`src/rtl/ple_pkg.sv`:
```
`default_nettype none

package ple_pkg;

  // Field widths of the command and result transactions.
  localparam int CMD_W  = 3;
  localparam int VAL_W  = 32;
  localparam int POS_W  = 6;
  localparam int STAT_W = 2;
  localparam int CNT_W  = 6;

  localparam logic [CMD_W-1:0] CMD_INS_HEAD = 3'd0;
  localparam logic [CMD_W-1:0] CMD_INS_TAIL = 3'd1;
  localparam logic [CMD_W-1:0] CMD_INS_POS  = 3'd2;
  localparam logic [CMD_W-1:0] CMD_DEL_HEAD = 3'd3;
  localparam logic [CMD_W-1:0] CMD_DEL_TAIL = 3'd4;
  localparam logic [CMD_W-1:0] CMD_DEL_POS  = 3'd5;
  localparam logic [CMD_W-1:0] CMD_READOUT  = 3'd6;
  localparam logic [CMD_W-1:0] CMD_COUNT    = 3'd7;

  localparam logic [STAT_W-1:0] ST_OK      = 2'd0;
  localparam logic [STAT_W-1:0] ST_BAD_POS = 2'd1;
  localparam logic [STAT_W-1:0] ST_EMPTY   = 2'd2;
  localparam logic [STAT_W-1:0] ST_FULL    = 2'd3;

  typedef enum logic [1:0] {
    OP_NONE,
    OP_INSERT,
    OP_DELETE,
    OP_READ
  } op_t;

  typedef struct packed {
    op_t               op;
    logic [STAT_W-1:0] status;
  } plan_t;

endpackage

`default_nettype wire

```
`src/rtl/positional_list_engine_core.sv`:
```
`default_nettype none

// Ordered list of up to CAPACITY signed words, held packed in one memory.
// A command transaction is taken on a rising edge with start high and busy
// low. Results leave on the out_ ports, each for one cycle with out_valid
// high; out_last marks the final result of a command. The receiver cannot
// stall, so results are never held back.
// Count reports and every rejected command give their result in the cycle after
// acceptance and leave busy low, so such commands may follow every cycle.
// An insert keeps busy high while it moves the elements at and after its index
// one slot up; a delete likewise moves the elements after the deleted one a
// slot down. The result follows the last busy cycle. The single write port of
// the list memory moves one element per cycle.
// A readout keeps busy high until it has read its last element and streams one
// element per cycle, each through the memory read register and then the output
// register; an empty readout answers like a count report.
// Reset empties the list at once; the memory itself is not cleared, since
// only entries below the count are ever read.
module positional_list_engine_core #(
  parameter int CAPACITY = 32
) (
  input  wire logic                                clk,
  input  wire logic                                rst_n,
  input  wire logic                                start,
  output logic                                     busy,
  input  wire logic        [ple_pkg::CMD_W-1:0]    in_command,
  input  wire logic signed [ple_pkg::VAL_W-1:0]    in_value,
  input  wire logic        [ple_pkg::POS_W-1:0]    in_position,
  output logic                                     out_valid,
  output logic             [ple_pkg::STAT_W-1:0]   out_status,
  output logic signed      [ple_pkg::VAL_W-1:0]    out_element,
  output logic             [ple_pkg::CNT_W-1:0]    out_count,
  output logic                                     out_last
);

  import ple_pkg::*;

  localparam int AW = $clog2(CAPACITY);
  localparam int CW = $clog2(CAPACITY + 1);

  localparam logic [1:0] S_IDLE = 2'd0;
  localparam logic [1:0] S_MOVE = 2'd1;
  localparam logic [1:0] S_READ = 2'd2;

  logic [1:0]        state_r,    state_nxt;
  logic [CW-1:0]     count_r,    count_nxt;
  logic              dir_up_r,   dir_up_nxt;
  logic [AW-1:0]     idx_r,      idx_nxt;
  logic [VAL_W-1:0]  val_r,      val_nxt;
  logic [AW-1:0]     ptr_r,      ptr_nxt;
  logic              rd_act_r,   rd_act_nxt;
  logic              pend_r,     pend_nxt;
  logic [AW-1:0]     wa_r,       wa_nxt;
  logic              plast_r,    plast_nxt;
  logic              ovalid_r,   ovalid_nxt;
  logic [STAT_W-1:0] ostatus_r,  ostatus_nxt;
  logic [VAL_W-1:0]  oelem_r,    oelem_nxt;
  logic [CNT_W-1:0]  ocount_r,   ocount_nxt;
  logic              olast_r,    olast_nxt;

  logic              accept;
  plan_t             dec_plan;
  logic [AW-1:0]     dec_idx;
  logic [CW-1:0]     cnt_m1;
  logic [AW-1:0]     stop_ptr;

  logic              ram_we;
  logic [AW-1:0]     ram_waddr;
  logic [VAL_W-1:0]  ram_wdata;
  logic              ram_re;
  logic [AW-1:0]     ram_raddr;
  logic [VAL_W-1:0]  ram_rdata;

  ple_decode #(
    .CAPACITY (CAPACITY)
  ) u_decode (
    .command  (in_command),
    .position (in_position),
    .count    (count_r),
    .plan     (dec_plan),
    .idx      (dec_idx)
  );

  ple_ram #(
    .WIDTH (VAL_W),
    .DEPTH (CAPACITY)
  ) u_store (
    .clk   (clk),
    .we    (ram_we),
    .waddr (ram_waddr),
    .wdata (ram_wdata),
    .re    (ram_re),
    .raddr (ram_raddr),
    .rdata (ram_rdata)
  );

  assign busy     = state_r != S_IDLE;
  assign accept   = start && !busy;
  assign cnt_m1   = count_r - CW'(1);
  // Inserts shift downwards to the insert index; deletes upwards to the tail.
  assign stop_ptr = dir_up_r ? idx_r : cnt_m1[AW-1:0];

  always_comb begin
    state_nxt   = state_r;
    count_nxt   = count_r;
    dir_up_nxt  = dir_up_r;
    idx_nxt     = idx_r;
    val_nxt     = val_r;
    ptr_nxt     = ptr_r;
    rd_act_nxt  = rd_act_r;
    pend_nxt    = pend_r;
    wa_nxt      = wa_r;
    plast_nxt   = plast_r;
    ovalid_nxt  = 1'b0;
    ostatus_nxt = ST_OK;
    oelem_nxt   = '0;
    ocount_nxt  = ocount_r;
    olast_nxt   = 1'b0;
    ram_we      = 1'b0;
    ram_waddr   = wa_r;
    ram_wdata   = ram_rdata;
    ram_re      = 1'b0;
    ram_raddr   = ptr_r;

    case (state_r)
      S_IDLE: begin
        if (accept) begin
          case (dec_plan.op)
            OP_INSERT: begin
              state_nxt  = S_MOVE;
              dir_up_nxt = 1'b1;
              idx_nxt    = dec_idx;
              val_nxt    = in_value;
              pend_nxt   = 1'b0;
              rd_act_nxt = count_r > CW'(dec_idx);
              ptr_nxt    = cnt_m1[AW-1:0];
            end
            OP_DELETE: begin
              state_nxt  = S_MOVE;
              dir_up_nxt = 1'b0;
              idx_nxt    = dec_idx;
              pend_nxt   = 1'b0;
              rd_act_nxt = (CW'(dec_idx) + CW'(1)) < count_r;
              ptr_nxt    = dec_idx + AW'(1);
            end
            OP_READ: begin
              state_nxt  = S_READ;
              pend_nxt   = 1'b0;
              rd_act_nxt = 1'b1;
              ptr_nxt    = '0;
            end
            default: begin
              ovalid_nxt  = 1'b1;
              ostatus_nxt = dec_plan.status;
              ocount_nxt  = CNT_W'(count_r);
              olast_nxt   = 1'b1;
            end
          endcase
        end
      end

      S_MOVE: begin
        // Read one entry ahead and write it back one slot over in the next cycle.
        if (pend_r) begin
          ram_we    = 1'b1;
          ram_waddr = wa_r;
          ram_wdata = ram_rdata;
        end
        if (rd_act_r) begin
          ram_re    = 1'b1;
          ram_raddr = ptr_r;
          pend_nxt  = 1'b1;
          wa_nxt    = dir_up_r ? ptr_r + AW'(1) : ptr_r - AW'(1);
          ptr_nxt   = dir_up_r ? ptr_r - AW'(1) : ptr_r + AW'(1);
          if (ptr_r == stop_ptr) begin
            rd_act_nxt = 1'b0;
          end
        end else begin
          pend_nxt = 1'b0;
        end
        if (!rd_act_r && !pend_r) begin
          if (dir_up_r) begin
            ram_we    = 1'b1;
            ram_waddr = idx_r;
            ram_wdata = val_r;
            count_nxt = count_r + CW'(1);
          end else begin
            count_nxt = cnt_m1;
          end
          state_nxt   = S_IDLE;
          ovalid_nxt  = 1'b1;
          ostatus_nxt = ST_OK;
          ocount_nxt  = CNT_W'(count_nxt);
          olast_nxt   = 1'b1;
        end
      end

      S_READ: begin
        if (rd_act_r) begin
          ram_re    = 1'b1;
          ram_raddr = ptr_r;
          pend_nxt  = 1'b1;
          plast_nxt = ptr_r == cnt_m1[AW-1:0];
          ptr_nxt   = ptr_r + AW'(1);
          if (ptr_r == cnt_m1[AW-1:0]) begin
            rd_act_nxt = 1'b0;
          end
        end else begin
          pend_nxt = 1'b0;
        end
        if (pend_r) begin
          ovalid_nxt  = 1'b1;
          ostatus_nxt = ST_OK;
          oelem_nxt   = ram_rdata;
          ocount_nxt  = CNT_W'(count_r);
          olast_nxt   = plast_r;
          if (plast_r) begin
            state_nxt = S_IDLE;
          end
        end
      end

      default: begin
        state_nxt = S_IDLE;
      end
    endcase
  end

  always_ff @(posedge clk) begin
    if (!rst_n) begin
      state_r  <= S_IDLE;
      count_r  <= '0;
      rd_act_r <= 1'b0;
      pend_r   <= 1'b0;
      ovalid_r <= 1'b0;
    end else begin
      state_r  <= state_nxt;
      count_r  <= count_nxt;
      rd_act_r <= rd_act_nxt;
      pend_r   <= pend_nxt;
      ovalid_r <= ovalid_nxt;
    end
  end

  always_ff @(posedge clk) begin
    dir_up_r  <= dir_up_nxt;
    idx_r     <= idx_nxt;
    val_r     <= val_nxt;
    ptr_r     <= ptr_nxt;
    wa_r      <= wa_nxt;
    plast_r   <= plast_nxt;
    ostatus_r <= ostatus_nxt;
    oelem_r   <= oelem_nxt;
    ocount_r  <= ocount_nxt;
    olast_r   <= olast_nxt;
  end

  assign out_valid   = ovalid_r;
  assign out_status  = ostatus_r;
  assign out_element = $signed(oelem_r);
  assign out_count   = ocount_r;
  assign out_last    = olast_r;

`ifndef SYNTHESIS
  a_count_bound: assert property (@(posedge clk) disable iff (!rst_n)
    count_r <= CW'(CAPACITY))
    else $error("element count exceeds capacity");

  a_write_in_list: assert property (@(posedge clk) disable iff (!rst_n)
    ram_we |-> CW'(ram_waddr) <= count_r)
    else $error("memory write beyond the end of the list");

  a_long_op_busy: assert property (@(posedge clk) disable iff (!rst_n)
    (accept && dec_plan.op != OP_NONE) |=> busy)
    else $error("multi-cycle command did not raise busy");

  a_count_changes_on_result: assert property (@(posedge clk) disable iff (!rst_n)
    ($past(rst_n) && count_r != $past(count_r)) |-> (out_valid && out_last))
    else $error("count changed without a final result");

  a_readout_stream: assert property (@(posedge clk) disable iff (!rst_n)
    (out_valid && !out_last) |=> out_valid)
    else $error("readout stream has a gap");
`endif

endmodule

`default_nettype wire

```
`src/rtl/ple_ram.sv`:
```
`default_nettype none

module ple_ram #(
  parameter int WIDTH = 32,
  parameter int DEPTH = 32
) (
  input  wire logic                     clk,
  input  wire logic                     we,
  input  wire logic [$clog2(DEPTH)-1:0] waddr,
  input  wire logic [WIDTH-1:0]         wdata,
  input  wire logic                     re,
  input  wire logic [$clog2(DEPTH)-1:0] raddr,
  output logic      [WIDTH-1:0]         rdata
);

  logic [WIDTH-1:0] mem [DEPTH];

  always_ff @(posedge clk) begin
    if (we) begin
      mem[waddr] <= wdata;
    end
    if (re) begin
      rdata <= mem[raddr];
    end
  end

endmodule

`default_nettype wire

```
`src/rtl/ple_decode.sv`:
```
`default_nettype none

module ple_decode #(
  parameter int CAPACITY = 32
) (
  input  wire logic [ple_pkg::CMD_W-1:0]          command,
  input  wire logic [ple_pkg::POS_W-1:0]          position,
  input  wire logic [$clog2(CAPACITY+1)-1:0]      count,
  output ple_pkg::plan_t                          plan,
  output logic      [$clog2(CAPACITY)-1:0]        idx
);

  import ple_pkg::*;

  localparam int AW   = $clog2(CAPACITY);
  localparam int CW   = $clog2(CAPACITY + 1);
  localparam int CMPW = ((CW > POS_W) ? CW : POS_W) + 1;

  logic [CMPW-1:0] cnt_e;
  logic [CMPW-1:0] pos_e;
  logic [CMPW-1:0] pos_m1;
  logic [CW-1:0]   cnt_m1;
  logic            full;
  logic            empty;
  logic            pos_zero;

  assign cnt_e    = CMPW'(count);
  assign pos_e    = CMPW'(position);
  assign pos_m1   = pos_e - CMPW'(1);
  assign cnt_m1   = count - CW'(1);
  assign full     = cnt_e >= CMPW'(CAPACITY);
  assign empty    = count == '0;
  assign pos_zero = position == '0;

  always_comb begin
    plan.op     = OP_NONE;
    plan.status = ST_OK;
    idx         = '0;
    case (command)
      CMD_INS_HEAD, CMD_INS_TAIL: begin
        if (full) begin
          plan.status = ST_FULL;
        end else begin
          plan.op = OP_INSERT;
          idx     = (command == CMD_INS_HEAD) ? '0 : count[AW-1:0];
        end
      end
      CMD_INS_POS: begin
        // The position check takes precedence over the full check.
        if (pos_zero || (pos_e > cnt_e + CMPW'(1))) begin
          plan.status = ST_BAD_POS;
        end else if (full) begin
          plan.status = ST_FULL;
        end else begin
          plan.op = OP_INSERT;
          idx     = pos_m1[AW-1:0];
        end
      end
      CMD_DEL_HEAD, CMD_DEL_TAIL: begin
        if (empty) begin
          plan.status = ST_EMPTY;
        end else begin
          plan.op = OP_DELETE;
          idx     = (command == CMD_DEL_HEAD) ? '0 : cnt_m1[AW-1:0];
        end
      end
      CMD_DEL_POS: begin
        if (empty) begin
          plan.status = ST_EMPTY;
        end else if (pos_zero || (pos_e > cnt_e)) begin
          plan.status = ST_BAD_POS;
        end else begin
          plan.op = OP_DELETE;
          idx     = pos_m1[AW-1:0];
        end
      end
      CMD_READOUT: begin
        if (!empty) begin
          plan.op = OP_READ;
        end
      end
      default: begin
        plan.op = OP_NONE;
      end
    endcase
  end

endmodule

`default_nettype wire
```
`config.mk`:
```
export PLATFORM = sky130hd
export DESIGN_NAME = positional_list_engine_core
export DESIGN_NICKNAME = d
export VERILOG_FILES = /design/src/rtl/ple_pkg.sv /design/src/rtl/positional_list_engine_core.sv /design/src/rtl/ple_ram.sv /design/src/rtl/ple_decode.sv
export SDC_FILE = /design/constraint.sdc
export NUM_CORES = 1
export LEC_CHECK = 0
export ABC_AREA = 1
export BUFFER_PORTS_ARGS = -buffer_cell sky130_fd_sc_hd__buf_2
export CORE_MARGIN = 2
export CORE_UTILIZATION = 45
export DETAILED_ROUTE_END_ITERATION = 12
export PLACE_DENSITY = 0.63
export REMOVE_ABC_BUFFERS = 1
export SETUP_SLACK_MARGIN = 0.4
export SYNTH_ARGS = -nofsm -noshare
export SYNTH_HDL_FRONTEND = slang
export SYNTH_SLANG_ARGS = --single-unit
```
`constraint.sdc`:
```
create_clock -name clk -period 8.8 [get_ports clk]
set_input_delay 0 -clock clk [delete_from_list [all_inputs] [get_ports clk]]
set_output_delay 0 -clock clk [all_outputs]
set_load 0.05 [all_outputs]
```
==> flow_metrics.py, run 1 <==
metrics = {
    "setup_path": {
        "r2r-end": "u_store.mem[19][30]$_DFFE_PP_",
        "startpoint": "state_r[1]$_SDFFE_PN0P_",
        "max_stage_delay_ps": 780,
        "cp.arrival_ps": 5080,
        "endpoint_kind": "flip-flop",
        "reg2reg_depth": 10,
        "cp-start-kind": "flip-flop",
        "crit_required_ps": 9140,
        "cp-endpoint": "u_store.mem[19][30]$_DFFE_PP_",
        "reg2reg_from": "state_r[1]$_SDFFE_PN0P_",
        "critPathMaxFanout": 33,
        "path_class": "flip-flop to flip-flop",
        "crit_path_cell_trace": "inv_1 -> ha_1 -> nand2_1 -> nor2_4 -> buf_4 -> o22ai_1 -> inv_1 -> nand3_1 -> nor2_4 -> buf_4",
        "r2r_slack_ps": 4060,
        "crit_path_top_delay_cell": "nor2_4",
    },
    "sta": {
        "period_share_pct": 53.81,
        "hold_viol": 0,
        "rsz0062_at_grt": "false",
        "tightest_slew_ps": 1308,
        "clock_skew_ps": 29.02,
        "fin_ws_ps": 4065,
        "min_period_ps": 4735,
        "tns_ps": 0,
        "relSlewSlack_pct": 12.57,
        "finalSetupViolCount": 0,
        "fmax_ghz": 0.2112,
        "slew_viol_final": 0,
    },
    "clocking": {
        "cts_made_buffers": 114,
        "cts_sinks": 1157,
        "cts-resized-gates": 0,
        "clk_pin_slew_worst_paths_ps": 60,
        "cts_root_buf": "clkbuf_16",
        "hold_buffers": 61,
        "insertion_delay_ps": 710,
        "postCtsSetupRepairBufs": 0,
        "cts_buffer_depth": 3,
        "cts_max_level": 3,
        "cts_tree": "done",
    },
    "pwr": {
        "switching_share_pct": 37.94,
        "power_frac_seq_pct": 38.1,
        "p_switching_w": 0.006871,
        "peakVddDrop_uv": 339.7,
        "power_frac_clock_pct": 26.9,
        "power_leakage_nw": 17.71,
        "power_frac_comb_pct": 34.9,
        "power.total_w": 0.01811,
        "internal-power_w": 0.01124,
        "p_per_area_nw_per_um2": 341.4,
    },
    "place": {
        "place_ws_ps": 4100,
        "placed_cell_area_um2": 48660,
        "numPortBuffers": 86,
        "gp_congestion": 0.8253,
        "hpwl_um": 67050,
    },
    "floorplan": {
        "die_area_um2": 105900,
        "rows": 117,
        "io_pins": 87,
        "die_w_um": 325.4,
        "core-area_um2": 102200,
        "initial_core_util_pct": 45.49,
        "die_y_um": 325.4,
    },
    "global_route": {
        "grt_max_degree": 205,
        "grt_pass1_wl_um": 185500,
        "use_met2_pct": 35.93,
        "gr-usage-met1_pct": 32.89,
        "use_met3_pct": 4.427,
        "antenna_found_initial": 1,
        "grt_pass1_vias": 28983,
        "grtUsageTotal_pct": 23.14,
        "busiest_layer": "met2",
        "gr-total-overflow": 0,
    },
    "final_layout": {
        "num_antenna_cells": 0,
        "drive_gt1_share_pct": 10.50,
        "synthToLayoutAreaGrowth_pct": 14.11,
        "fillers": 8716,
        "layout_commonest_cell": "edfxtp_1",
        "nNetsFinal": 3896,
        "multiInputGateArea_um2": 11090,
        "seqCellArea_um2": 34280,
        "postLayoutCellArea_um2": 53040,
        "final_cell_mix": "1,111 x edfxtp_1, 694 x nor2_1, 609 x o21ai_0",
    },
    "outcome": {
        "status": "complete, no violations",
    },
    "job": {
        "maxCapViolations": 0,
    },
    "synthesis": {
        "async_reset_ff_share_pct": 0,
        "synth_edf_count": 1111,
        "ys_seq_elements": 1157,
        "syn_avg_cell_area_um2": 12.53,
        "netlist_area_um2": 46480,
        "ys_types": 49,
        "synth_cells": 3710,
        "synthFlopType": "edfxtp_1",
        "yosysSeqAreaShare_pct": 73.76,
        "yosys_warnings": 0,
    },
    "drt": {
        "viasPerCell": 5.733,
        "dr.pass1.iters": 5,
        "drt_iter0_markers": 3477,
        "wl_per_cell_um": 23.60,
        "drtAntennaViolNets": 0,
        "drc_errors": 0,
        "vias": 30287,
        "routed_wl_um": 124700,
    },
    "min_path": {
        "holdCritPathClass": "primary input to flip-flop",
        "hold_start": "in_value[24]",
    },
}
-- how the worst min path moves through the flow --
stage / endpoint / slack [ps] / depth (start not counted)
floorplan: val_r[0]$_DFFE_PP_ / 100 / 0
global placement: val_r[14]$_DFFE_PP_ / 180 / 1
detailed placement: val_r[16]$_DFFE_PP_ / 180 / 1
CTS: val_r[8]$_DFFE_PP_ / 2 / 2
global route: val_r[7]$_DFFE_PP_ / 30 / 2
finish: val_r[24]$_DFFE_PP_ / 30 / 2
-- worst max-delay path, delay by kind of cell (launching register included) --
family,cells,cell delay [ps]
AOI/OAI and AO/OA,1,300
adders and majority gates,1,540
buffers and inverters,4,1240
DFF,1,330
and+or+nand+nor,4,1940
-- power by group through the flow --
stage | clock (W) | combinational [W] | sequential [W]
after floorplan | 0 | 0.00356 | 0.00751
after global placement | 0 | 0.00616 | 0.00701
after detailed placement | 0 | 0.00623 | 0.00702
after CTS | 0.00493 | 0.00628 | 0.00690
after global routing | 0.00515 | 0.00693 | 0.00692
final | 0.00488 | 0.00633 | 0.00690
-- Yosys cell counts (2+ instances only) --
master	instances	area, um2
a31oi_1	2	12.51
inv_1	116	435.4
nand3_1	35	175.2
xnor2_1	5	43.79
buf_4	2	15.01
nor3_2	2	20.02
a21boi_0	2	15.01
o21a_1	3	22.52
nand3_2	2	20.02
buf_1	17	63.81
o21ai_0	641	3208
a21oi_1	51	255.2
nor2_2	3	18.77
nand2_1	246	923.4
nor2_4	5	56.30
buf_2	54	270.3
inv_2	5	18.77
nand4_2	2	25.02
edfxtp_1	1111	33360
o21ai_1	44	220.2
o31ai_1	10	75.07
and2_1	3	18.77
nand4_1	12	75.07
clkbuf_1	166	623.1
dfxtp_1	46	920.9
nand4_4	2	42.54
xor2_1	14	122.6
nand3b_1	3	22.52
nor2_1	727	2729
nor4_1	2	12.51
nor3_1	3	15.01
nand2_2	4	25.02
o32ai_1	10	87.58
o21bai_1	2	15.01
clkinv_1	2	7.510
ha_1	39	488.0
o22ai_1	305	1908
-- final cells by class --
class	instances	share of cell area, %
clock buffers	166	6.013
clock inverters	52	1.083
inverters	124	0.9153
multi-input cells	2190	20.90
flip-flops and latches	1157	64.64
well taps	1368	3.227
repair buffers	226	3.222
-- metrics by stage --
step / hold slack [ps] / cells / util [%]
floorplan: 98.87 / 3471 / -
global placement: 177.8 / 5004 / 47.63
detailed placement: 178.2 / 5004 / 47.63
CTS: 1.835 / 5283 / 51.91
global route: 27.86 / 5283 / 51.91
finish: 31.10 / 5283 / 51.91
-- logic make-up after synthesis --
kind of cell / synth area share [%]
AND/OR/NAND/NOR: 9.067
XOR/XNOR: 0.3580
AO/OA/AOI/OAI: 12.67
flip-flops: 73.76
adder cells (fa/ha/maj): 1.050
buffers and inverters: 3.099
-- layer usage --
metal	routed length, um	vias to the layer above	share of wire, %
met5	0	-	0
met4	3685	0	3.0
met3	9856	203	7.9
met2	57330	1245	46
met1	53810	15032	43
li1	-	13807	-
-- registers in the layout, summed over array words and instances (netlist names), 2 cells and up --
register	cells
ptr_r	5
out_count	6
wa_r	5
out_element	32
u_store.mem	1024
val_r	32
count_r	6
idx_r	5
out_status	2
state_r	2
u_store.rdata	32
Power figures use the tool's default switching activity.
==> run 2: changes to the inputs <==
- ABC_AREA: 1 -> 0
- clock period: 8.8 -> 4.4 ns (I/O delays scaled with it)
==> run 2 against run 1 <==
Utilization increased by 1.3 points; highest routed layer unchanged; global-route usage is 2.0 points lower; sequential power increased by 96%; wire length fell by 13%; clock skew decreased by 2.6 ps; synthesized cell count shrank 42%; critical path depth rose by 11; power is 81% higher; first-iteration DRC count fell by 31%; non-clock buffer count is 50 higher; setup slack worse by 3500 ps; final cell count is 26% lower.
==> flow_metrics.py, run 2 <==
metrics = {
    "global_route": {
        "grt_pass1_vias": 23127,
        "antenna_found_initial": 1,
        "grtUsageTotal_pct": 21.16,
        "grt_pass1_wl_um": 158300,
        "gr-total-overflow": 0,
        "grt_max_degree": 84,
    },
    "final_layout": {
        "fillers": 7746,
        "seqCellArea_um2": 34290,
        "synthToLayoutAreaGrowth_pct": 16.83,
        "nNetsFinal": 2520,
        "multiInputGateArea_um2": 11140,
        "largest_register": "u_store.mem",
        "drive_gt1_share_pct": 32.27,
        "largest_reg_flops": 1024,
        "final_cell_mix": "1,111 x edfxtp_1, 320 x mux4_2, 131 x nand2_1",
        "layout_commonest_cell": "edfxtp_1",
    },
    "synthesis": {
        "ys_seq_elements": 1157,
        "synth_area_leaders": "edfxtp_1 73%, mux4_2 16%, dfxtp_1 2.0%",
        "synth_edf_count": 1111,
        "yosys-top-cells-count": "1,111 x edfxtp_1, 320 x mux4_2, 131 x nand2_1",
        "synth.most_common_cell": "edfxtp_1",
        "yosys_warnings": 0,
        "synth_cells": 2159,
        "async_reset_ff_share_pct": 0,
        "synthFlopType": "edfxtp_1",
        "yosysSeqAreaShare_pct": 75.13,
        "syn_avg_cell_area_um2": 21.14,
        "ys_types": 72,
        "netlist_area_um2": 45630,
        "yosys.area.top_type": "edfxtp_1",
        "synth_top_area_share_pct": 73.11,
    },
    "sta": {
        "finalSetupViolCount": 0,
        "min_period_ps": 3848,
        "tns_ps": 0,
        "rsz0062_at_grt": "true",
        "slew_viol_final": 0,
        "tightest_slew_ps": 1388,
        "period_share_pct": 87.45,
        "clock_skew_ps": 26.42,
        "whs_ps": 42.51,
        "relSlewSlack_pct": 7.496,
        "hold_viol": 0,
        "fmax_ghz": 0.2599,
    },
    "pwr": {
        "power.total_w": 0.03274,
        "peakVddDrop_uv": 674.1,
        "power_leakage_nw": 17.45,
        "p_per_area_nw_per_um2": 614.2,
    },
    "clocking": {
        "cts_buffer_depth": 3,
        "cts_made_buffers": 113,
        "cts_sinks": 1157,
        "insertion_delay_ps": 710,
        "cts_max_level": 3,
        "clk_pin_slew_worst_paths_ps": 60,
        "cts_tree": "done",
        "cts_root_buf": "clkbuf_16",
    },
    "drt": {
        "routed_wl_um": 108700,
        "dr.pass1.iters": 7,
        "drtAntennaViolNets": 0,
        "vias": 22591,
        "drt_iter0_markers": 2388,
        "wl_per_cell_um": 27.93,
        "viasPerCell": 5.806,
        "drc_errors": 0,
    },
    "min_path": {
        "holdCritPathClass": "primary input to flip-flop",
        "hold_path_end": "val_r[12]$_DFFE_PP_",
        "hold_start": "in_value[12]",
        "whs_path_depth": 2,
    },
    "setup_path": {
        "crit_required_ps": 5000,
        "path_class": "flip-flop to flip-flop",
        "r2r_slack_ps": 550,
        "endpoint_kind": "flip-flop",
        "cp-start-kind": "flip-flop",
        "reg2reg_from": "count_r[3]$_SDFFE_PN0P_",
        "reg2reg_depth": 21,
        "cp.arrival_ps": 4450,
        "critPathMaxFanout": 7,
        "r2r-end": "rd_act_r$_SDFFE_PN0P_",
    },
    "floorplan": {
        "initial_core_util_pct": 45.50,
        "die_y_um": 322.4,
        "die_area_um2": 104000,
        "core-area_um2": 100300,
        "io_pins": 87,
        "die_w_um": 322.4,
        "rows": 116,
    },
    "outcome": {
        "status": "complete, no violations",
    },
    "place": {
        "numPortBuffers": 86,
        "hpwl_um": 58850,
        "gp_congestion": 0.8497,
    },
    "job": {
        "maxCapViolations": 0,
    },
}
## run 2: cell types whose count changed after synthesis, sizes merged, moves of 34 or more
cell,change
nor2,-674
o22ai,-303
clkbuf,-102
nand2,-120
mux2,+34
and3,+38
inv,-91
mux4,+320
o21ai,-660
## run 2: logic make-up after synthesis
| kind of cell | share of synthesized area [%] |
|---|---|
| flip-flops | 75.13 |
| XOR/XNOR | 0.7458 |
| AND/OR/NAND/NOR | 3.468 |
| AO/OA/AOI/OAI | 1.494 |
| buffers and inverters | 1.267 |
| adder cells (fa/ha/maj) | 1.069 |
| multiplexers | 16.83 |
## run 2: worst max-delay path by stage
stage                                        from               endpoint  slack [ps]
after floorplan                ptr_r[0]$_DFFE_PP_     ptr_r[4]$_DFFE_PP_       -7430
after global placement    count_r[0]$_SDFFE_PN0P_  rd_act_r$_SDFFE_PN0P_         270
after detailed placement  count_r[0]$_SDFFE_PN0P_  rd_act_r$_SDFFE_PN0P_         220
final                     count_r[3]$_SDFFE_PN0P_  rd_act_r$_SDFFE_PN0P_         550
after CTS                 count_r[0]$_SDFFE_PN0P_  rd_act_r$_SDFFE_PN0P_         410
after global routing      count_r[1]$_SDFFE_PN0P_  rd_act_r$_SDFFE_PN0P_         320
## run 2: cell type report
type / instances / share of cell area (%)
sequential: 1157 / 64.32
multi-input combinational: 856 / 20.90
clock buffer: 136 / 5.701
timing repair buffer: 276 / 4.116
tap: 1357 / 3.185
clock inverter: 74 / 1.533
inverter: 33 / 0.2394
antenna: 2 / 0.009388
## run 2: timing repair
action	in CTS	in global routing
setup buffers	0	8
hold endpoints to repair	64	0
setup endpoints to repair	1	10
pin swaps	0	6
gates resized for setup	3	27
hold buffers	67	0
## run 2: layer usage
metal | track usage [%] | part of all wire (%)
met1 | 30.62 | 42
met2 | 34.10 | 49
met3 | 3.045 | 6.9
met4 | 5.431 | 1.9
met5 | 0 | 0
## run 2: critical path, cell delays in order, from the launching register on
cell      delay, ps
dfxtp_1         350
buf_4           180
inv_2           100
ha_1            320
a211oi_2        190
nor2_1           80
o32a_4          360
o41ai_4         360
a31oi_2          80
inv_1           120
ha_4            160
buf_4           110
inv_1            70
nor2_1          110
nor2_1           60
ha_1            280
o21ai_0          80
nand2b_1         80
a21oi_1          80
o21ai_1         170
a311oi_2        120
o31a_1          290
## run 2: power breakdown
group	internal [W]	switching [W]
sequential	0.0133	0.000245
clock	0.00586	0.00413
combinational	0.00414	0.00509
## run 2: stage by stage
stage          area [um2]  util, %  setup slack [ps]  std cells
2_1_floorplan       45180        -             -7425       2046
3_3_place_gp        48590    48.45             265.7       3604
3_5_place_dp        48590    48.45             219.6       3604
4_1_cts             53130    52.98             410.8       3881
5_1_grt             53310    53.15             318.9       3889
6_report            53310    53.16             552.0       3891
